[src/xal_pkg.sv]
`default_nettype none

package xal_pkg;

   // Pixel width; inputs and full scale are masked to this many bits
   localparam int PIXEL_BITS = 16;
   // Port width of the pixel and full-scale fields
   localparam int PORT_W = 16;
   // Fraction bits of log2
   localparam int FRAC_BITS = 24;
   // Width of the top-bit index
   localparam int K_W = $clog2(PIXEL_BITS);
   // log2 value width, integer and fraction
   localparam int LOG_W = K_W + FRAC_BITS;
   // Normalized mantissa, Q1.31
   localparam int M_W = 32;
   // ln2 in Q0.32
   localparam int LN2_W = 32;
   localparam logic [LN2_W-1:0] LN2_Q32 = 32'hB17217F8;
   // Product of log difference and ln2
   localparam int PROD_W = LOG_W + LN2_W;
   // Rounding sum and output scaling
   localparam int SUM_W = 64;
   localparam int ATT_SHIFT = 40;
   localparam int ATT_W = 20;
   localparam logic [SUM_W-1:0] ROUND_ADD = SUM_W'(1) << (ATT_SHIFT - 1);
   // Iteration counter of the full-scale log unit
   localparam int ITER_W = $clog2(FRAC_BITS);
   // Full scale after reset
   localparam logic [PORT_W-1:0] FS_RESET = 16'hFFFF;

   // Item moving through the squaring stages
   typedef struct packed {
      logic [M_W-1:0]       m;
      logic [FRAC_BITS-1:0] frac;
      logic [K_W-1:0]       k;
      logic                 clamped;
   } xal_lane_type;

   typedef struct packed {
      logic [K_W-1:0] k;
      logic [M_W-1:0] m;
   } xal_norm_type;

   typedef struct packed {
      logic [M_W-1:0] m;
      logic           frac_bit;
   } xal_sq_type;

   // Mask to pixel width and force zero to one
   function automatic logic [PIXEL_BITS-1:0] fix_pix(input logic [PORT_W-1:0] x);
      logic [PIXEL_BITS-1:0] v;
      v = x[PIXEL_BITS-1:0];
      if (v == '0) begin
         v = PIXEL_BITS'(1);
      end
      return v;
   endfunction

   // Top set bit and mantissa in Q1.31; x is never zero
   function automatic xal_norm_type normalize(input logic [PIXEL_BITS-1:0] x);
      xal_norm_type r;
      r.k = '0;
      for (int i = 0; i < PIXEL_BITS; i++) begin
         if (x[i]) begin
            r.k = K_W'(i);
         end
      end
      r.m = M_W'(x) << (M_W - 1 - int'(r.k));
      return r;
   endfunction

   // One fraction bit of log2: square, truncate, renormalize
   function automatic xal_sq_type sq_step(input logic [M_W-1:0] m);
      logic [2*M_W-1:0] prod;
      logic [M_W:0]     hi;
      xal_sq_type       r;
      prod = {{M_W{1'b0}}, m} * {{M_W{1'b0}}, m};
      hi = prod[2*M_W-1:M_W-1];
      r.frac_bit = hi[M_W];
      r.m = hi[M_W] ? hi[M_W:1] : hi[M_W-1:0];
      return r;
   endfunction

endpackage

`default_nettype wire

[src/xal_fs_log.sv]
`default_nettype none

module xal_fs_log (
   input  wire logic                           clock,
   input  wire logic                           reset,
   input  wire logic                           csr_wr_en,
   input  wire logic [xal_pkg::PORT_W-1:0]     csr_wr_data,
   output logic [xal_pkg::PIXEL_BITS-1:0]      fs,
   output logic [xal_pkg::LOG_W-1:0]           lfs,
   output logic                                busy
);
   import xal_pkg::*;

   logic [PIXEL_BITS-1:0] fs_ff;
   logic [PIXEL_BITS-1:0] fs_in;
   logic                  busy_ff;
   logic [ITER_W-1:0]     cnt_ff;
   logic [M_W-1:0]        m_ff;
   logic [FRAC_BITS-1:0]  frac_ff;
   logic [K_W-1:0]        k_ff;
   xal_norm_type          norm;
   xal_sq_type            sq;

   // Start value: the written register, or the reset value
   always_comb begin
      fs_in = fix_pix(reset ? FS_RESET : csr_wr_data);
      norm = normalize(fs_in);
      sq = sq_step(m_ff);
   end

   // Control: one fraction bit per cycle while busy
   always_ff @(posedge clock) begin
      if (reset || csr_wr_en) begin
         busy_ff <= 1'b1;
         cnt_ff <= '0;
      end else if (busy_ff) begin
         if (cnt_ff == ITER_W'(FRAC_BITS - 1)) begin
            busy_ff <= 1'b0;
         end
         cnt_ff <= cnt_ff + ITER_W'(1);
      end
   end

   // Data path of the iteration
   always_ff @(posedge clock) begin
      if (reset || csr_wr_en) begin
         fs_ff <= fs_in;
         k_ff <= norm.k;
         m_ff <= norm.m;
         frac_ff <= '0;
      end else if (busy_ff) begin
         m_ff <= sq.m;
         frac_ff <= {frac_ff[FRAC_BITS-2:0], sq.frac_bit};
      end
   end

   assign fs   = fs_ff;
   assign lfs  = {k_ff, frac_ff};
   assign busy = busy_ff;

endmodule

`default_nettype wire

[config.mk]
export PLATFORM = sky130hd
export DESIGN_NAME = xal_fs_log
export DESIGN_NICKNAME = d
export VERILOG_FILES = /design/src/xal_pkg.sv /design/src/xal_fs_log.sv
export SDC_FILE = /design/constraint.sdc
export NUM_CORES = 2
export LEC_CHECK = 0
export ABC_AREA = 0
export BUFFER_PORTS_ARGS = -buffer_cell sky130_fd_sc_hd__buf_2
export CAP_MARGIN = 20
export CORE_ASPECT_RATIO = 0.8
export CORE_MARGIN = 1
export CORE_UTILIZATION = 37
export CTS_BUF_LIST = sky130_fd_sc_hd__clkbuf_2 sky130_fd_sc_hd__clkbuf_4 sky130_fd_sc_hd__clkbuf_8
export DETAILED_ROUTE_END_ITERATION = 8
export SLEW_MARGIN = 0
export SYNTH_ARGS = -nofsm -noshare
export SYNTH_HDL_FRONTEND = slang
export SYNTH_SLANG_ARGS = --single-unit
[constraint.sdc]
create_clock -name clock -period 11.35 [get_ports clock]
set_input_delay 0.5675 -clock clock [delete_from_list [all_inputs] [get_ports clock]]
set_output_delay 0.5675 -clock clock [all_outputs]
set_load 0.05 [all_outputs]
Word-level counts from Yosys, hierarchy flattened --
Index checks and enable logic that the tools add are counted.
Word-level totals: output and inout bits 45, bits of input ports 19, register bits 82
Cells by class: shift operators 1, equality and inequality tests 1, reductions and logical operators 3, muxes and demuxes 22, $mul 1, $add $sub $neg 2
Operators with widths (number):
- 32-bit two-way mux | 3
- 32-bit by 32-bit multiplier with 64-bit output | 1
- 4-bit two-way mux | 14
- 16-bit two-way mux | 2
- 16-bit by 32-bit left shift with 32-bit output | 1
- 16-bit logical NOT | 1
- 5-bit by 4-bit subtractor with 6-bit output, first input constant | 1
- 5-bit by 1-bit adder with 5-bit output, second input constant | 1
- 5-bit == test, second input constant | 1
- 1-bit two-way mux | 3
- 2-bit nonzero test | 1
- 1-bit logical OR | 1

Logic depth before layout (Yosys ltp) --
word-level depth 21, depth in mapped cells 31

Least setup slack after synthesis --
Ideal clock, no wire load.
path kind register to register, from register m_ff[14], to register m_ff[23] (data pin), arrival 7.703 ns, clock period less this slack 7.974 ns, setup time 0.271 ns, stages on the path, launching flop included 29, setup slack 3.376 ns, cell sequence edfxtp_1 > clkbuf_1 > clkbuf_1 > nand2_1 > fa_1 > inv_1 > fa_1 > inv_1 > fa_1 > fa_1 > inv_1 > fa_1 > inv_1 > fa_1 > inv_1 > fa_1 > fa_1 > ha_1 > a21oi_2 > o21ai_1 > or3_4 > o311a_4 > o211ai_4 > a31oi_4 > or3_1 > buf_6 > buf_8 > nand4_1 > o211ai_1
On the way: longest elaborated chain between the ends 4
RTL lines:
- from (decl) | line xal_fs_log.sv:18 | logic [M_W-1:0] m_ff;
- from (signal assigned) | line xal_fs_log.sv:49 | m_ff <= norm.m;
- from (signal assigned) | line xal_fs_log.sv:52 | m_ff <= sq.m;
- 32-bit by 32-bit multiplier with 64-bit output | line xal_pkg.sv:78 | prod = {{M_W{1'b0}}, m} * {{M_W{1'b0}}, m};
- 32-bit two-way mux | line xal_pkg.sv:81 | r.m = hi[M_W] ? hi[M_W:1] : hi[M_W-1:0];
- 32-bit two-way mux | line xal_fs_log.sv:51 | end else if (busy_ff) begin
- 32-bit two-way mux | line xal_fs_log.sv:46 | if (reset || csr_wr_en) begin
Every way passes these cells. The select of a mux whose other input is x is not followed. A chain may end at the register's enable or synchronous reset.

Worst setup path after layout --
from register m_ff[16], to register m_ff[13] (data pin)
The elaborated chain is that of the path after synthesis.

==> impl_summary.log <==
[metrics] status: finished, final reports clean
[metrics] time the worst path needs with I/O delays and setup: 9460 ps
[metrics] post-CTS resize count: 0
[metrics] number of storage elements in the synthesis netlist: 82
[metrics] most instantiated library cell after synthesis: inv_1
[metrics] antenna violations before repair: 2
[metrics] Buf/Inv on CP: 4
[metrics] horizontal die dimension: 338 um
[metrics] CTS tree: built
[metrics] maximum number of pins on one net before global-route repair: 80
[metrics] setup repair after global routing missed its margin: no
[metrics] number of antenna cells inserted: 0
[metrics] required time of the critical path: around 11000 ps
[metrics] GPL Wtd Cong: ~0.91
[metrics] clock-pin slew of the registers on the worst-case setup and hold paths: ~100 ps
[metrics] I/O Buffers: 63
[metrics] Top FF cell, synth: edfxtp_1
[metrics] buffer count from post-CTS setup fixing: 0
[metrics] Distinct cells, synth: 80
[metrics] Total Neg Setup Slack: 0 ps
[metrics] top cell type's share of synthesized area: around 47%
[metrics] wire length of the first global-routing pass: about 140000 um
[metrics] worst clock skew: ~16 ps
[metrics] synth cell count leaders: 992 x inv_1, 791 x fa_1, 299 x ha_1
[metrics] antenna-violating nets left: 0
[metrics] site row count: just under 100
[metrics] Critical Path Source Type: register
[metrics] clk sink count: between 80 and 90
[metrics] number of flops mapped to enable cells by yosys: 52
[metrics] DR WL/cell: ~19 um
[metrics] syn_area_per_cell: 9.39 um^2
[metrics] kind of critical path: reg2reg
[metrics] Core Box Area: between 80000 and 90000 um^2
[metrics] Vias: approximately 23000
[metrics] initial standard-cell utilization of the core: a little under two fifths
[metrics] cell type of the slowest stage on the worst timing path: nor3_4
[metrics] aggregate global-route resource usage: between 20% and 30%
[metrics] vias in the first global route: about 25000
[metrics] Top cell by count, worst path: fa_1
[metrics] fraction of layout instances using a drive strength above 1: under 10%
[metrics] ratio of final minimum period to clock period: 83.3%
[metrics] max-slew violation count: 0
[metrics] IO Pins: 64
[metrics] ys async rst share: 0%
[metrics] maximum fanout encountered on the critical timing path: 26
[metrics] DRT iter0 DRCs: 1776
[metrics] CTS max path bufs: 2
[metrics] number of maximum-capacitance constraint violations: 0
[metrics] CP Data Arrival Time: roughly 9600 ps
[metrics] average vias per placed instance: around 4.9
[metrics] cell area after synthesis: between 30000 and 40000 um^2
[metrics] clock insertion delay at the later pin of the skew report: 400 ps
[metrics] cell type group with the largest total delay on the critical path: adder cells
[metrics] Fmax: about 0.11 GHz
[metrics] post-detail-place hpwl: 72100 um
[metrics] final wirelength: ~88000 um
[metrics] cell accounting for the most synthesized area: fa_1
[metrics] Detailed Routing Iterations Pass 1: 5
[metrics] highest cell delay on the worst timing path: about 710 ps
[metrics] area grow syn2layout: 5.32%
[metrics] total congestion overflow after global routing: 0
[metrics] number of hold buffers added after cts: 0
[metrics] setup violators final: 0
[metrics] number of instances in the synthesized netlist: between 3000 and 4000
[metrics] largest cells by area after synthesis: fa_1 47%, ha_1 11%, inv_1 11%
[metrics] Root Buffer: clkbuf_8
[metrics] DRC errors left: 0
[metrics] number of buffers created by CTS: 9
[metrics] CP endpoint kind: register
[metrics] worst slew slack as a fraction of its limit: 28.5%
[metrics] deepest level of the CTS H-tree: 3
[metrics] die area: 91500 um^2
[metrics] sequential-to-total area share from yosys stat: around 6.5%
[metrics] count of synthesis-stage warnings from yosys: 0
[metrics] crit path cell chain: buf_4 > clkinv_1 > nor2_1 > fa_1 > fa_1 > fa_1 > inv_1 > fa_1 > inv_1 > fa_1 > fa_1 > fa_1 > fa_1 > ha_1 > a21oi_1 > o21ai_1 > or3_4 > o311a_4 > o211ai_4 > a31oi_4 > nor3_4 > o21ai_0 > a21oi_1
[metrics] net total in the final layout: approximately 4600
[metrics] Final Hold Viols: 0
[metrics] vertical die dimension: between 200 and 300 um
[metrics] kind of path behind the tightest hold check: reg2reg
[metrics] transition time at the pin with the least slew margin: roughly 1100 ps
[metrics] number of nets in the synthesized netlist: ~4700
## placed cells by master, fill, tap and decap left out, types with 9 or more instances in the layout
cell      instances
a211oi_1         19
a21o_1           47
a21oi_1          86
a31o_2           11
a31oi_1          10
and2_1          235
and3_1           11
buf_2            63
buf_4            43
clkbuf_8          9
dfxtp_1          30
edfxtp_1         52
fa_1            791
ha_1            299
inv_1           992
mux2i_1          46
nand2_1         295
nand2b_1         10
nand3_1          35
nand4_1          25
nor2_1          106
nor2b_1          12
nor3_1           16
o211ai_1         31
o21ai_0          52
o21bai_1         13
or2_2            10
or3_1             9
xnor2_1          27
xor2_1           42
## tightest hold or removal path, stage by stage (launching register included)
cell	delay (ps)
dfxtp_1	330
nand3_1	60
a21oi_1	60
## routing by layer
metal / routed length (um) / global-route usage [%] / vias up
li1: - / - / 10600
met1: 41000 / 30.1 / 11900
met2: 39500 / 31.0 / 701
met3: 6510 / 3.75 / 78
met4: 1340 / 3.12 / 0
met5: 0 / 0 / -
## cell families after synthesis
| logic type | after synthesis | share of synthesized area (%) |
|---|---|---|
| buffers and inverters | 1139 | 12.9 |
| xor gates and xnor gates | 69 | 1.81 |
| adders and majority gates | 1090 | 58.6 |
| and+or+nand+nor | 791 | 11.8 |
| DFF | 82 | 6.47 |
| AOI/OAI and AO/OA | 336 | 6.81 |
| muxes | 52 | 1.58 |
## metrics by stage
| stage | utilization [%] | hold slack [ps] | worst slack (ps) | instances | cell area (um^2) |
|---|---|---|---|---|---|
| finish | 39.4 | 484 | 1890 | 4736 | 35200 |
| global route | 39.4 | 484 | 1490 | 4736 | 35200 |
| detailed placement | 39.1 | 486 | 2090 | 4720 | 35000 |
| floorplan | - | 479 | 3380 | 3559 | 33400 |
| global placement | 39.1 | 468 | 2220 | 4720 | 35000 |
| CTS | 39.4 | 469 | 2070 | 4736 | 35200 |
## final cells by class
| class | instances | area (um^2) |
|---|---|---|
| multi-input cells | 2338 | 26900 |
| clock inverters | 7 | 95.1 |
| fillers | 8979 | 54200 |
| repair buffers | 106 | 638 |
| flip-flops and latches | 82 | 2160 |
| clock buffers | 9 | 124 |
| inverters | 994 | 3730 |
| well taps | 1200 | 1500 |
## final timing paths
check | slack, ps | depth (start not counted) | to | startpoint
setup reg to reg | 1890 | 23 | m_ff[13] | m_ff[16]
setup / recovery | 1890 | 23 | m_ff[13] | m_ff[16]
hold reg to reg | 480 | 2 | frac_ff[0] | busy
hold / removal | 480 | 2 | frac_ff[0] | busy
## flip-flops by register name (all words and copies together), names as in the netlist
name     count
busy         1
cnt_ff       5
frac_ff     24
fs          16
k_ff         4
m_ff        32
Power is left out: the tool's default activity adds up to more than one toggle a clock period on the data nets, which glitch-free logic cannot reach.
