--- src/xal_pkg.sv ---
`default_nettype none

package xal_pkg;

   // Pixel width; inputs and full scale are masked to this many bits
   localparam int PIXEL_BITS = 16;
   // Port width of the pixel and full-scale fields
   localparam int PORT_W = 16;
   // Fraction bits of log2
   localparam int FRAC_BITS = 24;
   // Width of the top-bit index
   localparam int K_W = $clog2(PIXEL_BITS);
   // log2 value width, integer and fraction
   localparam int LOG_W = K_W + FRAC_BITS;
   // Normalized mantissa, Q1.31
   localparam int M_W = 32;
   // ln2 in Q0.32
   localparam int LN2_W = 32;
   localparam logic [LN2_W-1:0] LN2_Q32 = 32'hB17217F8;
   // Product of log difference and ln2
   localparam int PROD_W = LOG_W + LN2_W;
   // Rounding sum and output scaling
   localparam int SUM_W = 64;
   localparam int ATT_SHIFT = 40;
   localparam int ATT_W = 20;
   localparam logic [SUM_W-1:0] ROUND_ADD = SUM_W'(1) << (ATT_SHIFT - 1);
   // Iteration counter of the full-scale log unit
   localparam int ITER_W = $clog2(FRAC_BITS);
   // Full scale after reset
   localparam logic [PORT_W-1:0] FS_RESET = 16'hFFFF;

   // Item moving through the squaring stages
   typedef struct packed {
      logic [M_W-1:0]       m;
      logic [FRAC_BITS-1:0] frac;
      logic [K_W-1:0]       k;
      logic                 clamped;
   } xal_lane_type;

   typedef struct packed {
      logic [K_W-1:0] k;
      logic [M_W-1:0] m;
   } xal_norm_type;

   typedef struct packed {
      logic [M_W-1:0] m;
      logic           frac_bit;
   } xal_sq_type;

   // Mask to pixel width and force zero to one
   function automatic logic [PIXEL_BITS-1:0] fix_pix(input logic [PORT_W-1:0] x);
      logic [PIXEL_BITS-1:0] v;
      v = x[PIXEL_BITS-1:0];
      if (v == '0) begin
         v = PIXEL_BITS'(1);
      end
      return v;
   endfunction

   // Top set bit and mantissa in Q1.31; x is never zero
   function automatic xal_norm_type normalize(input logic [PIXEL_BITS-1:0] x);
      xal_norm_type r;
      r.k = '0;
      for (int i = 0; i < PIXEL_BITS; i++) begin
         if (x[i]) begin
            r.k = K_W'(i);
         end
      end
      r.m = M_W'(x) << (M_W - 1 - int'(r.k));
      return r;
   endfunction

   // One fraction bit of log2: square, truncate, renormalize
   function automatic xal_sq_type sq_step(input logic [M_W-1:0] m);
      logic [2*M_W-1:0] prod;
      logic [M_W:0]     hi;
      xal_sq_type       r;
      prod = {{M_W{1'b0}}, m} * {{M_W{1'b0}}, m};
      hi = prod[2*M_W-1:M_W-1];
      r.frac_bit = hi[M_W];
      r.m = hi[M_W] ? hi[M_W:1] : hi[M_W-1:0];
      return r;
   endfunction

endpackage

`default_nettype wire

--- src/xal_sq_stage.sv ---
`default_nettype none

module xal_sq_stage (
   input  wire logic                   clock,
   input  wire logic                   reset,
   input  wire logic                   in_valid,
   input  wire xal_pkg::xal_lane_type  in_data,
   output logic                        in_ready,
   output logic                        out_valid,
   output xal_pkg::xal_lane_type       out_data,
   input  wire logic                   out_ready
);
   import xal_pkg::*;

   logic         valid_ff;
   xal_lane_type data_ff;
   xal_lane_type data_in;
   xal_sq_type   sq;

   // Square the mantissa, shift the new bit into the fraction
   always_comb begin
      sq = sq_step(in_data.m);
      data_in = in_data;
      data_in.m = sq.m;
      data_in.frac = {in_data.frac[FRAC_BITS-2:0], sq.frac_bit};
   end

   assign in_ready = !valid_ff || out_ready;

   always_ff @(posedge clock) begin
      if (reset) begin
         valid_ff <= 1'b0;
      end else if (in_ready) begin
         valid_ff <= in_valid;
      end
   end

   always_ff @(posedge clock) begin
      if (in_ready) begin
         data_ff <= data_in;
      end
   end

   assign out_valid = valid_ff;
   assign out_data  = data_ff;

endmodule

`default_nettype wire

--- config.mk ---
export PLATFORM = sky130hd
export DESIGN_NAME = xal_sq_stage
export DESIGN_NICKNAME = d
export VERILOG_FILES = /design/src/xal_pkg.sv /design/src/xal_sq_stage.sv
export SDC_FILE = /design/constraint.sdc
export NUM_CORES = 2
export LEC_CHECK = 0
export BUFFER_PORTS_ARGS = -buffer_cell sky130_fd_sc_hd__buf_2
export CAP_MARGIN = 25
export CORE_ASPECT_RATIO = 0.9
export CORE_UTILIZATION = 30
export DETAILED_ROUTE_END_ITERATION = 6
export SKIP_LAST_GASP = 1
export SYNTH_ARGS = -nofsm -noshare
export SYNTH_HDL_FRONTEND = slang
export SYNTH_SLANG_ARGS = --single-unit
--- constraint.sdc ---
create_clock -name clock -period 17 [get_ports clock]
set_clock_uncertainty 0.05 [all_clocks]
set_input_delay 0.85 -clock clock [delete_from_list [all_inputs] [get_ports clock]]
set_output_delay 0.85 -clock clock [all_outputs]
set_load 0.01 [all_outputs]
After elaboration in Yosys (flattened, before gate mapping). Index checks and enable logic that the tools add are counted.

Bits in registers: 62. Input port bits: 65. Output and inout port bits: 63. Logic and storage cells: 10.

$mul: 1. Muxes and demuxes: 1. Reductions and logical operators: 2.

Operator list (number): $mul A32 B32 Y64 (1); $mux W31 (1); $logic_not A1 Y1 (1); $logic_or A1 B1 Y1 (1).

Logic depth before layout (Yosys ltp).
Depth after elaboration: 2. Depth in mapped cells: 30. Depth with buffers taken out: 27.

Least setup slack after synthesis. Ideal clock, no wire load.

Path type: in2reg. Start: input in_data[55] (netlist bit). End: register data_ff, in the netlist out_data[42], data pin. Library setup time: 0.260 ns. Arrival time: 8.046 ns. Data required time: 16.690 ns. Slack: 8.645 ns. Cell stages on the path: 26. Buffers on the path: 4. Cells stage by stage: clkbuf_1 clkbuf_1 nand2_1 fa_1 fa_1 inv_1 fa_1 inv_1 fa_1 inv_1 fa_1 fa_1 fa_1 inv_1 fa_1 inv_1 ha_1 clkbuf_1 and3_1 nand2_1 or3_1 o211a_4 or3_4 nand3_2 buf_4 mux2_2.

RTL lines: start, declared (RTL line xal_sq_stage.sv:7) `input wire xal_pkg::xal_lane_type in_data,`; end signal, assigned (RTL line xal_sq_stage.sv:40) `data_ff <= data_in;`; end, declared (RTL line xal_sq_stage.sv:16) `xal_lane_type data_ff;`.

==> impl_summary.md <==
Final layout
Summing all multi-input logic gate instances after layout gives 25,610 µm². In the final layout, the share of cells above drive strength 1 is 0.06205. The final-stage net count is 4,487.

The layout has 10,770 filler cells. The number of antenna diodes is 0. In the final layout, flip-flops and latches occupy 1852 µm². The growth of design area from synthesis to finish is 7.552%.

The area of all placed cells without fillers is 34,030 µm².

Critical path
The end of the worst register-to-register path is out_data[17]. The critical path is of the input port to flop type. The depth of the most critical reg-to-reg path is 2. The worst setup path is launched from an input port.

The cell that appears most often on the critical path is sky130_fd_sc_hd__fa_1. In this run the critical register-to-register path is launched from out_valid. The largest individual stage delay along the critical path comes from the cell sky130_fd_sc_hd__o31ai_2. The largest stage delay on the critical path is just under 0.7 ns. Along the worst path, the maximum fanout reaches 29. Data on the critical path is required at its endpoint by about 17 ns. The beginning of the critical path is in_data[45].

The worst endpoint data arrival time is 10.07 ns. The endpoint of the most critical setup path is out_data[40]. The worst setup path is captured at a flop.

Across all register-to-register paths, the minimum setup slack is 15.56 ns.

Timing
For this run, the top clock speed supported by timing is roughly 100 MHz. Setup repair after global routing left no endpoint under its margin. Dividing the final minimum period by the clock period gives 0.5908.

The setup TNS is 0 ns. The worst hold slack across all endpoints is around 0.64 ns. After layout, the minimum clock period comes to 10.04 ns. The final max-slew violation count is 0. The pin slew with the least headroom to its limit is ~1.1 ns. The final-report hold violation count is 0. The number of endpoints failing setup at the final stage is 0. The smallest setup slack after layout is 6.957 ns. Measured against its own limit, the worst slew margin works out to 0.2763.

Synth
The post-synthesis instance area is 31,640 µm². The number of warnings issued by yosys is 0. When the netlist entered floorplanning its net count stood at 4,450. The portion of the post-synthesis area used by sequential elements is 0.05852. Synthesis handed over a netlist of 3,294 instances.

The number of enable flip-flop cells after synthesis is between 60 and 70. The count of distinct cell types in the synthesized netlist is 68. The number of flip-flops and latches in the synthesized netlist is 62.

The average cell area after synthesis is 9.606 µm². For this run, the leading register cell type out of synthesis is sky130_fd_sc_hd__edfxtp_1. In the synthesized netlist the async set-or-reset flop fraction comes to 0.

Drt
The detail route stage leaves a number of antenna-violating nets equal to 0. After the first detailed-routing iteration, the DRC count stood at 1,297. The number of detailed-route iterations in the first pass is 5. The final layout contains routed wiring with a total length of about 80,000 µm. The routed layout has 21,590 vias. After detailed routing, the number of remaining DRC violations is 0. The routed wirelength normalized by instance count is 17.31 µm.

The via count normalized by instance count is 4.590.

Placed design
The total placed instance area is 33,670 µm². The number of buffers added on ports is around 130. The global placement routability congestion is 0.8636. The post-placement worst setup slack is ~6.7 ns.

After legalization and detailed placement, the total HPWL measured between 60,000 and 70,000 µm.

Clocking
The H-tree generated during clock tree synthesis spans 3 levels. In this run, post-CTS hold repair placed 0 buffers. The clock passes through at most 2 buffers. The CTS sink count is 62. For the worst-skew pair, the clock arrives at the later sink with an insertion delay of around 0.32 ns.

The number of gates resized after CTS was 0. The number of buffers inserted during clock tree synthesis is 9. The root buffer cell is sky130_fd_sc_hd__clkbuf_16. The clock input transition at the sequential cells of the worst setup and hold paths is 0.05 ns. In this run the post-CTS setup repair buffer count came out at 0.

TritonCTS built the clock tree.

Flow run
The tool flagged a number of max-cap violations equal to 0.

Run status
The run finished with clean final reports.

GRT
The all-layer global routing usage is 0.1609. The via count of the first global-routing pass came to 23,990. Entering global routing, the biggest net connects 64 pins.

The initial antenna violation count was 5. The global-route wire length before repair is 133,100 µm. The total global routing overflow is 0.

Die
The number of core rows is 112. The core outline area is 104,100 µm². The overall die height is roughly 310 µm.

The die covers 106,800 µm². During I/O placement, the number of pins put on the boundary was around 130. From left edge to right edge, the die measures 344.3 µm.

The initial utilization of the core area, before any placement, comes to 0.3039.

Worst hold path
The min-delay analysis places its worst path in the category input port to flop.
-- area by class of cell --
cell class,instances,area share
multi-input cells,2125,0.7526
inverters,985,0.1086
flip-flops and latches,62,0.05441
well taps,1368,0.05029
repair buffers,148,0.02338
clock buffers,9,0.006618
clock inverters,7,0.004007
-- worst min-delay path by stage --
stage,slack [ns],endpoint,cells after the start,startpoint
2_1_floorplan,0.87,out_valid,1,reset
3_3_place_gp,0.96,out_valid,2,reset
3_5_place_dp,0.96,out_valid,2,reset
4_1_cts,0.63,out_valid,2,reset
5_1_grt,0.62,out_valid,2,reset
6_report,0.64,out_valid,2,reset
-- cell usage in the layout, fill, tap and decap left out, types with 10 or more instances in the layout --
| cell type | n |
|---|---|
| sky130_fd_sc_hd__o21bai_1 | 15 |
| sky130_fd_sc_hd__nor2_1 | 69 |
| sky130_fd_sc_hd__nand2_1 | 290 |
| sky130_fd_sc_hd__xnor2_1 | 39 |
| sky130_fd_sc_hd__buf_4 | 22 |
| sky130_fd_sc_hd__buf_2 | 126 |
| sky130_fd_sc_hd__o211ai_1 | 11 |
| sky130_fd_sc_hd__fa_1 | 791 |
| sky130_fd_sc_hd__nor3_1 | 15 |
| sky130_fd_sc_hd__nand4_1 | 20 |
| sky130_fd_sc_hd__ha_1 | 300 |
| sky130_fd_sc_hd__a21oi_1 | 66 |
| sky130_fd_sc_hd__mux2i_1 | 11 |
| sky130_fd_sc_hd__edfxtp_1 | 61 |
| sky130_fd_sc_hd__and2_1 | 234 |
| sky130_fd_sc_hd__mux2_2 | 16 |
| sky130_fd_sc_hd__inv_1 | 983 |
| sky130_fd_sc_hd__xor2_1 | 35 |
| sky130_fd_sc_hd__a21o_1 | 42 |
| sky130_fd_sc_hd__a31o_2 | 12 |
| sky130_fd_sc_hd__o31ai_1 | 11 |
| sky130_fd_sc_hd__nand3_1 | 10 |
| sky130_fd_sc_hd__o21ai_0 | 28 |
-- layer usage --
layer,GRT usage,share of wire,vias to the layer above
li1,-,-,9782
met2,0.2671,0.47,576
met4,0.02953,0.020,0
met5,0,0,-
met1,0.2254,0.45,11160
met3,0.02102,0.060,76
-- logic make-up (layout without fill, tap and decap cells) --
| family | count (synthesis) | after routing | share of synthesized area |
|---|---|---|---|
| xor+xnor | 74 | 74 | 0.02048 |
| simple gates | 684 | 684 | 0.1068 |
| compound gates | 247 | 247 | 0.05306 |
| mux | 29 | 29 | 0.01000 |
| buf+inv | 1107 | 1149 | 0.1321 |
| flops | 62 | 62 | 0.05852 |
| fa+ha+maj | 1091 | 1091 | 0.6191 |
-- synth_stat cells (3+ instances only) --
| library cell | n | area (µm²) |
|---|---|---|
| sky130_fd_sc_hd__a21oi_1 | 66 | 330.3 |
| sky130_fd_sc_hd__o31ai_1 | 11 | 82.58 |
| sky130_fd_sc_hd__or2_2 | 8 | 50.05 |
| sky130_fd_sc_hd__a32oi_1 | 4 | 35.03 |
| sky130_fd_sc_hd__fa_1 | 791 | 15840 |
| sky130_fd_sc_hd__a221o_1 | 3 | 30.03 |
| sky130_fd_sc_hd__nor3_1 | 15 | 75.07 |
| sky130_fd_sc_hd__a221oi_1 | 4 | 35.03 |
| sky130_fd_sc_hd__xor2_1 | 35 | 306.5 |
| sky130_fd_sc_hd__a21boi_0 | 3 | 22.52 |
| sky130_fd_sc_hd__nand2_1 | 290 | 1089 |
| sky130_fd_sc_hd__a211oi_1 | 8 | 60.06 |
| sky130_fd_sc_hd__nand2b_1 | 5 | 31.28 |
| sky130_fd_sc_hd__and3_1 | 7 | 43.79 |
| sky130_fd_sc_hd__ha_1 | 300 | 3754 |
| sky130_fd_sc_hd__mux2i_1 | 11 | 110.1 |
| sky130_fd_sc_hd__a31o_2 | 12 | 105.1 |
| sky130_fd_sc_hd__nand4_1 | 20 | 125.1 |
| sky130_fd_sc_hd__o21a_1 | 6 | 45.04 |
| sky130_fd_sc_hd__nor2_1 | 69 | 259.0 |
| sky130_fd_sc_hd__o22ai_1 | 3 | 18.77 |
| sky130_fd_sc_hd__and2_1 | 234 | 1464 |
| sky130_fd_sc_hd__nand3_1 | 10 | 50.05 |
| sky130_fd_sc_hd__o21bai_1 | 15 | 112.6 |
| sky130_fd_sc_hd__clkbuf_1 | 115 | 431.7 |
| sky130_fd_sc_hd__or3_1 | 3 | 18.77 |
| sky130_fd_sc_hd__a31oi_1 | 8 | 50.05 |
| sky130_fd_sc_hd__a21o_1 | 42 | 315.3 |
| sky130_fd_sc_hd__or4_1 | 3 | 22.52 |
| sky130_fd_sc_hd__xnor2_1 | 39 | 341.6 |
| sky130_fd_sc_hd__o21ai_1 | 3 | 15.01 |
| sky130_fd_sc_hd__mux2_2 | 16 | 180.2 |
| sky130_fd_sc_hd__inv_1 | 983 | 3690 |
| sky130_fd_sc_hd__nor4_1 | 3 | 18.77 |
| sky130_fd_sc_hd__edfxtp_1 | 61 | 1832 |
| sky130_fd_sc_hd__o21ai_0 | 28 | 140.1 |
| sky130_fd_sc_hd__o211ai_1 | 11 | 82.58 |
| sky130_fd_sc_hd__and4_1 | 4 | 35.03 |
| sky130_fd_sc_hd__buf_2 | 4 | 20.02 |
| sky130_fd_sc_hd__nor2b_1 | 7 | 43.79 |
-- state kept, by name (all words and copies together), names as in the netlist --
name	cells
out_data	61
out_valid	1
-- critical path, delay by kind of cell --
family,cells,cell delay (ns)
AND/OR/NAND/NOR,4,1.77
adder cells (fa/ha/maj),9,4.14
multiplexers,1,0.31
buffers and inverters,8,1.59
AO/OA/AOI/OAI,4,1.34
-- per-stage QoR --
stage,cells,utilization
2_1_floorplan,3294,-
3_5_place_dp,4688,0.3234
6_report,4704,0.3269
5_1_grt,4704,0.3269
3_3_place_gp,4688,0.3234
4_1_cts,4704,0.3269
Power is not shown: default switching activity piles up to over one toggle a cycle in this logic, so the estimate is an artifact.
