**config.mk**
```make
export PLATFORM = sky130hd
export DESIGN_NAME = xal_prep
export DESIGN_NICKNAME = d
export VERILOG_FILES = /design/src/xal_pkg.sv /design/src/xal_prep.sv
export SDC_FILE = /design/constraint.sdc
export NUM_CORES = 1
export LEC_CHECK = 0
export ABC_AREA = 1
export BUFFER_PORTS_ARGS = -buffer_cell sky130_fd_sc_hd__buf_2
export CORE_MARGIN = 2
export CORE_UTILIZATION = 49
export CTS_CLUSTER_DIAMETER = 120
export CTS_CLUSTER_SIZE = 40
export DETAILED_ROUTE_END_ITERATION = 8
export GPL_ROUTABILITY_DRIVEN = 0
export MAX_ROUTING_LAYER = met4
export PLACE_DENSITY = 0.82
export SETUP_SLACK_MARGIN = 0.15
export SYNTH_ARGS = -nofsm -noshare
export SYNTH_HDL_FRONTEND = slang
export SYNTH_SLANG_ARGS = --single-unit
```
**constraint.sdc**
```tcl
create_clock -name clock -period 2.4 [get_ports clock]
set_input_delay 0.48 -clock clock [delete_from_list [all_inputs] [get_ports clock]]
set_output_delay 0.48 -clock clock [all_outputs]
set_load 0.1 [all_outputs]
```
**src/xal_pkg.sv**
```systemverilog
`default_nettype none

package xal_pkg;

   // Pixel width; inputs and full scale are masked to this many bits
   localparam int PIXEL_BITS = 16;
   // Port width of the pixel and full-scale fields
   localparam int PORT_W = 16;
   // Fraction bits of log2
   localparam int FRAC_BITS = 24;
   // Width of the top-bit index
   localparam int K_W = $clog2(PIXEL_BITS);
   // log2 value width, integer and fraction
   localparam int LOG_W = K_W + FRAC_BITS;
   // Normalized mantissa, Q1.31
   localparam int M_W = 32;
   // ln2 in Q0.32
   localparam int LN2_W = 32;
   localparam logic [LN2_W-1:0] LN2_Q32 = 32'hB17217F8;
   // Product of log difference and ln2
   localparam int PROD_W = LOG_W + LN2_W;
   // Rounding sum and output scaling
   localparam int SUM_W = 64;
   localparam int ATT_SHIFT = 40;
   localparam int ATT_W = 20;
   localparam logic [SUM_W-1:0] ROUND_ADD = SUM_W'(1) << (ATT_SHIFT - 1);
   // Iteration counter of the full-scale log unit
   localparam int ITER_W = $clog2(FRAC_BITS);
   // Full scale after reset
   localparam logic [PORT_W-1:0] FS_RESET = 16'hFFFF;

   // Item moving through the squaring stages
   typedef struct packed {
      logic [M_W-1:0]       m;
      logic [FRAC_BITS-1:0] frac;
      logic [K_W-1:0]       k;
      logic                 clamped;
   } xal_lane_type;

   typedef struct packed {
      logic [K_W-1:0] k;
      logic [M_W-1:0] m;
   } xal_norm_type;

   typedef struct packed {
      logic [M_W-1:0] m;
      logic           frac_bit;
   } xal_sq_type;

   // Mask to pixel width and force zero to one
   function automatic logic [PIXEL_BITS-1:0] fix_pix(input logic [PORT_W-1:0] x);
      logic [PIXEL_BITS-1:0] v;
      v = x[PIXEL_BITS-1:0];
      if (v == '0) begin
         v = PIXEL_BITS'(1);
      end
      return v;
   endfunction

   // Top set bit and mantissa in Q1.31; x is never zero
   function automatic xal_norm_type normalize(input logic [PIXEL_BITS-1:0] x);
      xal_norm_type r;
      r.k = '0;
      for (int i = 0; i < PIXEL_BITS; i++) begin
         if (x[i]) begin
            r.k = K_W'(i);
         end
      end
      r.m = M_W'(x) << (M_W - 1 - int'(r.k));
      return r;
   endfunction

   // One fraction bit of log2: square, truncate, renormalize
   function automatic xal_sq_type sq_step(input logic [M_W-1:0] m);
      logic [2*M_W-1:0] prod;
      logic [M_W:0]     hi;
      xal_sq_type       r;
      prod = {{M_W{1'b0}}, m} * {{M_W{1'b0}}, m};
      hi = prod[2*M_W-1:M_W-1];
      r.frac_bit = hi[M_W];
      r.m = hi[M_W] ? hi[M_W:1] : hi[M_W-1:0];
      return r;
   endfunction

endpackage

`default_nettype wire

```
**src/xal_prep.sv**
```systemverilog
`default_nettype none

module xal_prep (
   input  wire logic                           clock,
   input  wire logic                           reset,
   input  wire logic                           in_valid,
   input  wire logic [xal_pkg::PORT_W-1:0]     in_intensity,
   input  wire logic [xal_pkg::PIXEL_BITS-1:0] fs,
   output logic                                in_ready,
   output logic                                out_valid,
   output xal_pkg::xal_lane_type               out_data,
   input  wire logic                           out_ready
);
   import xal_pkg::*;

   logic                  valid_ff;
   xal_lane_type          data_ff;
   xal_lane_type          data_in;
   logic [PIXEL_BITS-1:0] pix;
   xal_norm_type          norm;

   // Mask, zero fix, range check and normalization
   always_comb begin
      pix = fix_pix(in_intensity);
      norm = normalize(pix);
      data_in.m = norm.m;
      data_in.k = norm.k;
      data_in.frac = '0;
      data_in.clamped = (pix > fs);
   end

   assign in_ready = !valid_ff || out_ready;

   always_ff @(posedge clock) begin
      if (reset) begin
         valid_ff <= 1'b0;
      end else if (in_ready) begin
         valid_ff <= in_valid;
      end
   end

   always_ff @(posedge clock) begin
      if (in_ready) begin
         data_ff <= data_in;
      end
   end

   assign out_valid = valid_ff;
   assign out_data  = data_ff;

endmodule

`default_nettype wire

```
Word-level counts from Yosys, hierarchy flattened

Index checks and enable logic that the tools add are counted.

Register bits: 38
Input bits: 36
Word-level logic and storage cells: 26

Add/subtract/negate cells: 1
Magnitude comparators: 1
Shifts and indexed selects: 1
Muxes and demuxes: 16
Reductions and logical operators: 3

Operators with widths:

| cell                                                               | number |
|---|---|
| 4-bit two-way mux                                                  | 14 |
| 16-bit by 32-bit << shifter with 32-bit output                     | 1 |
| 16-bit > comparator                                                | 1 |
| 16-bit logical NOT                                                 | 1 |
| 16-bit two-way mux                                                 | 1 |
| 5-bit by 4-bit subtractor with 6-bit output (first input constant) | 1 |
| 1-bit logical NOT                                                  | 1 |
| 1-bit logical OR                                                   | 1 |
| 1-bit two-way mux                                                  | 1 |

Longest topological paths before layout

Gate-level depths: netlist (run 1).

Depth after elaboration: 19
Gate-level depth with buffers: 22
Depth with buffers taken out: 22

Worst setup path before layout (run 1)

OpenSTA, ideal clock, no wires.

Path type: reg-to-reg
Start point: register valid_ff (netlist: out_valid)
End point: register data_ff (netlist bit out_data[0]), enable pin
Setup time: 0.624 ns
Arrival time: 2.105 ns
Data required time: 1.776 ns
Slack: -0.329 ns
Cell stages (with the launch flop): 2
Path buffers: 0
Clock period less this slack: 2.729 ns
Path through: dfxtp_1 nand2_1

Word-level cells in the longest chain between the ends: 2

RTL lines:

| what                   | line           | source |
|---|---|---|
| start, declared        | xal_prep.sv:16 | `logic valid_ff;` |
| start signal, assigned | xal_prep.sv:38 | `valid_ff <= in_valid;` |
| 1-bit logical NOT      | xal_prep.sv:32 | `assign in_ready = !valid_ff \|\| out_ready;` |
| 1-bit logical OR       | xal_prep.sv:32 |  |
| named net in_ready     | xal_prep.sv:9  | `output logic in_ready,` |
| end signal, assigned   | xal_prep.sv:44 | `data_ff <= data_in;` |
| end, declared          | xal_prep.sv:17 | `xal_lane_type data_ff;` |

The timed path passes the listed nets, and every way through them passes these cells.
A chain may end at the register's enable or synchronous reset.

==> metrics.md, run 1 <==
| Metric | Value |
|---|---|
| Run status | `complete, no violations` |
| Share of the synthesized area in the top cell type | `27.2%` |
| Final Total Pwr | `1730 µW` |
| Vias per cell | `4.85` |
| Crit-path max FO | `5` |
| Min Tclk post-route | `2.08 ns` |
| Final WS setup | `0.323 ns` |
| CTS Buffer Depth | `2` |
| DR vias | `2097` |
| CP Launch Type | `input pin` |
| Worst Path Buf+Inv | `4` |
| Max-Cap Viols | `0` |
| Setup WS pre-CTS | `-0.0359 ns` |
| Post-synthesis async set-or-reset flop share | `0%` |
| Register area share after synthesis | `28.1%` |
| Share of post-route cells with drive strength above 1 | `23.8%` |
| Filler cells | `450` |
| Most area-hungry cell type in the Yosys netlist | `edfxtp_1` |
| Hold Path Class | `in -> reg` |
| Drt pass-1 iters | `4` |
| Remaining Overflow, GRT | `0` |
| Number of synthesized flops with an enable pin | `21` |
| Cells after synthesis | `334` |
| Initial DRC Count | `206` |
| Floorplan row count | `25` |
| P_leak | `0.00143 µW` |
| Crit path DAT | `2.17 ns` |
| Antenna violations before repair | `0` |
| Cts-stage hold buffer count | `0` |
| YS warnings | `0` |
| Final HPWL DP | `3.66 mm` |
| Synth top area cells | `edfxtp_1 (27%), buf_4 (14%), nand3_1 (12%), nand2_1 (11%), ha_1 (8.6%)` |
| Top cell by count, worst path | `a21oi_1` |
| Width of the die | `72.7 µm` |
| CTS tree | `yes` |
| IO Port Bufs | `58` |
| Period Utilization, post-route | `86.6%` |
| Maximum vdd ir drop | `0.000305 V` |
| GRT Total Usage | `17.7%` |
| First-pass GRT wire length | `7.56 mm` |
| Slowest cell on the critical path | `a31o_2` |
| Die H | `72.7 µm` |
| Max stage delay on crit path | `0.20 ns` |
| CP Capture Type | `register` |
| DRT Wirelength | `4.49 mm` |
| Worst-path cell chain | `buf_2 > inv_1 > o211ai_1 > nand2_1 > nor2_2 > nand2_2 > inv_2 > a21oi_1 > ha_1 > inv_1 > a21oi_1 > o21ai_1 > nand2_1 > a31o_2 > a21oi_1` |
| H-tree depth | `1` |
| Post-DR wirelength/cell | `10.4 µm` |
| RSZ-0062 raised after global routing | `no` |
| CTS buffer count | `3` |
| Area grow syn2layout | `9.35%` |
| CP top delay family | `compound AO/OA/AOI/OAI gates` |
| Cell with the most instances after synthesis | `nand2_1` |
| Cell Pwr Density | `685 nW/µm²` |
| Pin count of the biggest net entering global routing | `23` |
| Clock skew | `0.00569 ns` |
| Syn_area_per_cell | `6.93 µm²` |
| ANT cells | `0` |
| Synth cell count leaders | `nand2_1 (70), nand3_1 (57), buf_4 (42), inv_1 (42), edfxtp_1 (21)` |
| Max Clock Freq | `481 MHz` |
| Register bit total from synthesis | `22` |
| Number of gates resized after CTS | `0` |
| # clock sinks | `22` |
| Postcts setup bufs | `0` |
| DR DRC count | `0` |
| Initial Utilization | `50.0%` |
| Critical Path RT | `2.49 ns` |
| Core Area | `4630 µm²` |
| Clk_lat worst skew | `0.26 ns` |
| Total die area | `5290 µm²` |
| I/O pins | `99` |
| Post-synth cell types | `29` |
| Clk root buf | `clkbuf_8` |
| Slew Limit Fails | `0` |
| Nets | `431` |
| Setup violations, final | `0` |
| Worst Setup Path Type | `in -> reg` |
| Number of global-route vias before repair | `1928` |
| Final hold violation count | `0` |
| Area of the mapped netlist | `2310 µm²` |
| Top FF cell, synth | `edfxtp_1` |
| Clock-pin slew on the worst setup and hold paths | `0.08 ns` |
| Post-DRT Antenna Nets | `0` |
sequential cells by signal, indices dropped and copies added, names as in the netlist:
signal	cells
out_data	21
out_valid	1
worst reg2reg max path, delay by kind of cell (launching register included):
kind	cells	cell delay, ns
simple gates	1	0.06
buf+inv	1	0.28
flops	1	0.32
metal layers:
metal  wire [µm]  vias to the layer above  share of wire (%)  global-route usage [%]
met2        2250                       94                 50                    32.8
met1        1860                      924                 41                    19.8
met5           0                        -                  0                       -
met3         303                       10                6.7                    1.93
met4          86                        0                1.9                    5.35
li1            -                     1069                  -                       -
area by class of cell:
class	instances	area [µm²]	area share, %
Multi-Input combinational cell	241	1230	48.6
Sequential cell	22	651	25.7
Timing Repair Buffer	64	335	13.2
Inverter	47	176	6.97
Tap cell	54	67.6	2.67
Clock buffer	3	41.3	1.63
Clock inverter	1	30.0	1.19
placed cells by master (no fill, tap or decap), types with 2 or more instances in the layout:
| cell | count |
|---|---|
| a21oi_1 | 11 |
| a21oi_2 | 2 |
| buf_2 | 58 |
| buf_4 | 6 |
| clkbuf_8 | 3 |
| conb_1 | 41 |
| edfxtp_1 | 21 |
| ha_1 | 16 |
| inv_1 | 42 |
| inv_2 | 5 |
| nand2_1 | 68 |
| nand2_2 | 7 |
| nand2_4 | 2 |
| nand3_1 | 57 |
| nand3_2 | 3 |
| nand4_1 | 2 |
| nor2_1 | 18 |
| nor4_1 | 2 |
| o21ai_0 | 4 |
kinds of logic after synthesis:
logic type	Yosys count	share of synthesized area, %
and+or+nand+nor	163	32.2
buffers and inverters	110	25.4
DFF	22	28.1
AOI/OAI and AO/OA	21	5.30
adders and majority gates	16	8.65
other	2	0.324
through the flow:
stage / cell area (µm²) / hold WS [ns] / instances / TNS [ns] / util [%]
floorplan: 2460 / 0.549 / 373 / 0 / -
global placement: 2450 / 0.634 / 428 / -0.00417 / 53.0
detailed placement: 2450 / 0.637 / 428 / -0.0359 / 53.0
CTS: 2530 / 0.360 / 432 / 0 / 54.6
global route: 2530 / 0.366 / 432 / 0 / 54.7
finish: 2530 / 0.362 / 432 / 0 / 54.7
path summary, 6_finish.rpt:
path	from	end	slack, ns	depth (start not counted)
setup / recovery	in_intensity[13]	out_data[0]$_DFFE_PP_	0.32	15
hold / removal	reset	out_valid$_SDFFE_PP0P_	0.36	2
setup reg to reg	out_valid$_SDFFE_PP0P_	out_data[55]$_DFFE_PP_	1.41	2
hold reg to reg	out_valid$_SDFFE_PP0P_	out_valid$_SDFFE_PP0P_	0.80	3
power by group:
group	total [µW]	switching [µW]	internal, µW
combinational	915	781	134
sequential	483	9.48	473
clock	337	115	223
No activity file was read; power rests on OpenSTA's default activity.
==> run 2, diff against run 1 <==
- CAP_MARGIN: default -> 20
- CORE_MARGIN: 2 -> 5
==> metrics.md, run 2 (same netlist as run 1, synthesis figures left out) <==
| Metric | Value |
|---|---|
| I/O pins | `99 (unchanged)` |
| Worst Setup Path Type | `in -> reg` |
| Nets | `431 (unchanged)` |
| Postcts setup bufs | `0 (unchanged)` |
| Sw frac | `52.4% (+0.23 points)` |
| Vias per cell | `4.87 (+0.29%)` |
| Max stage delay on crit path | `0.21 ns (about the same)` |
| DR vias | `2103 (+0.29%)` |
| Die H | `78.7 µm (+8.2%)` |
| Total Neg Setup Slack | `0 ns (unchanged)` |
| Comb pwr share | `52.8% (about the same)` |
| GRT Total Usage | `16.1% (-1.6 points)` |
| DR DRC count | `0 (unchanged)` |
| Net switching power | `915 µW (+1.1%)` |
| Period Utilization, post-route | `85.5% (-1.1 points)` |
| Power share of the clock group | `19.5% (about the same)` |
| Slew Limit Fails | `0 (unchanged)` |
| Clk root buf | `clkbuf_8` |
| Area grow syn2layout | `9.89%` |
| Util after Layout | `54.6% (-0.099 points)` |
| Initial DRC Count | `157 (-24%)` |
| Cell Pwr Density | `687 nW/µm² (+0.20%)` |
| Slowest cell on the critical path | `a31o_2` |
| Non-Filler Instances | `432 (unchanged)` |
| Worst-path cell chain | `buf_2 > inv_1 > o211ai_1 > nand2_1 > nor2_2 > nand2_2 > inv_2 > a21oi_1 > ha_1 > inv_1 > a21oi_1 > o21ai_0 > nand2_1 > a31o_2 > a21oi_2` |
| CTS buffer count | `3 (unchanged)` |
| Remaining Overflow, GRT | `0 (unchanged)` |
| Width of the die | `78.7 µm (+8.2%)` |
| FF-to-FF Start | `out_valid$_SDFFE_PP0P_` |
| CTS tree | `yes` |
| P_leak | `0.00143 µW (about the same)` |
| Critical path origin | `in_intensity[13]` |
| Clock skew | `0.00280 ns (-0.00289 ns)` |
| IO Port Bufs | `58 (unchanged)` |
| Pin count of the biggest net entering global routing | `23 (unchanged)` |
| Run status | `complete, no violations` |
| Min Tclk post-route | `2.05 ns (-0.0255 ns)` |
| CP Launch Type | `input pin` |
| Hold Path Class | `in -> reg` |
| Setup WS pre-CTS | `-0.0262 ns (+0.00968 ns)` |
| CTS Buffer Depth | `2 (unchanged)` |
| Final WS setup | `0.348 ns (+0.0255 ns)` |
| Number of global-route vias before repair | `1931 (+0.16%)` |
| Core Area | `4660 µm² (+0.68%)` |
| Final hold violation count | `0 (unchanged)` |
| Internal | `832 µW (+0.21%)` |
| Post-DRT Antenna Nets | `0 (unchanged)` |
| HP Start | `reset` |
| Crit-path max FO | `5 (unchanged)` |
| Post-DR wirelength/cell | `11.4 µm (+9.5%)` |
| Critical Path RT | `2.52 ns (+0.03 ns)` |
| Total die area | `6200 µm² (+17%)` |
| Crit path DAT | `2.17 ns (about the same)` |
| Clock-pin slew on the worst setup and hold paths | `0.08 ns (about the same)` |
| Most frequent cells in the layout | `nand2_1 (68), buf_2 (58), nand3_1 (57)` |
| Antenna violations before repair | `0 (unchanged)` |
| Clk_lat worst skew | `0.26 ns (about the same)` |
| # clock sinks | `22 (unchanged)` |
| Drt pass-1 iters | `4 (unchanged)` |
| DRT Wirelength | `4.92 mm (+9.5%)` |
| Sequential cell fraction of total power | `27.7% (about the same)` |
| Placed cells | `428 (unchanged)` |
| Floorplan row count | `25 (unchanged)` |
| Final HPWL DP | `4.07 mm (+11%)` |
| ANT cells | `0 (unchanged)` |
| Initial Utilization | `49.7% (-0.34 points)` |
| Max-Cap Viols | `0 (unchanged)` |
| Max Clock Freq | `487 MHz (+1.2%)` |
| Max reg flops | `21 (unchanged)` |
| H-tree depth | `1 (unchanged)` |
| Maximum vdd ir drop | `0.000337 V (+11%)` |
| First-pass GRT wire length | `8.01 mm (+5.9%)` |
| RSZ-0062 raised after global routing | `no` |
| Setup violations, final | `0 (unchanged)` |
| Share of post-route cells with drive strength above 1 | `24.1% (+0.26 points)` |
| Most common cell after layout, fill and taps aside | `nand2_1` |
| CP Capture Type | `register` |
-- run 2: cell count changes in the layout (fill, tap and decap cells not counted) --
cell / previous run / this run
nand2_4: 2 / 1
nand2_8: 0 / 1
a21oi_2: 2 / 3
o21ai_1: 1 / 0
o21ai_0: 4 / 5
a21oi_1: 11 / 10
-- run 2: area by class of cell --
| type | count | area, µm² |
|---|---|---|
| multi-input cells | 241 | 1240 |
| clock buffers | 3 | 41.3 |
| repair buffers | 64 | 335 |
| flip-flops and latches | 22 | 651 |
| well taps | 54 | 67.6 |
| inverters | 47 | 176 |
| clock inverters | 1 | 30.0 |
| fillers | 449 | 2120 |
-- run 2: power by group through the flow --
stage               logic, µW  registers [µW]  clock network (µW)
floorplan                 534             815                   0
global placement          905             491                   0
detailed placement        915             493                   0
CTS                       916             484                 346
global route              976             487                 358
finish                    922             484                 341
-- run 2: worst paths after layout --
kind              slack, ns  cells past startpoint                     end
setup reg to reg       1.40                      2  out_data[59]$_DFFE_PP_
hold reg to reg        0.81                      3  out_valid$_SDFFE_PP0P_
setup / recovery       0.35                     15   out_data[0]$_DFFE_PP_
hold / removal         0.36                      2  out_valid$_SDFFE_PP0P_
-- run 2: through the flow --
stage | area [µm²] | hold slack (ns) | total power [µW]
6_report | 2540 | 0.363 | 1750
5_1_grt | 2540 | 0.372 | 1820
4_1_cts | 2530 | 0.360 | 1750
3_5_place_dp | 2450 | 0.639 | 1410
3_3_place_gp | 2450 | 0.632 | 1400
2_1_floorplan | 2460 | 0.549 | 1350
-- run 2: critical path, delay by kind of cell --
kind | cells | cell delay [ns]
and+or+nand+nor | 4 | 0.41
AOI/OAI and AO/OA | 6 | 0.79
buffers and inverters | 4 | 0.30
adders and majority gates | 1 | 0.19
-- run 2: routing by layer --
metal  part of all wire, %  global-route usage, %
met1                    41                   19.9
met2                    50                   27.3
met4                   1.7                   6.29
met5                     0                      -
met3                   7.1                   1.47
-- run 2: timing repair --
| item | in CTS | in global routing |
|---|---|---|
| gates resized for setup | 0 | 4 |
| setup endpoints to repair | 0 | 2 |
| hold buffers | 0 | 0 |
| endpoints found under the hold margin | 0 | 0 |
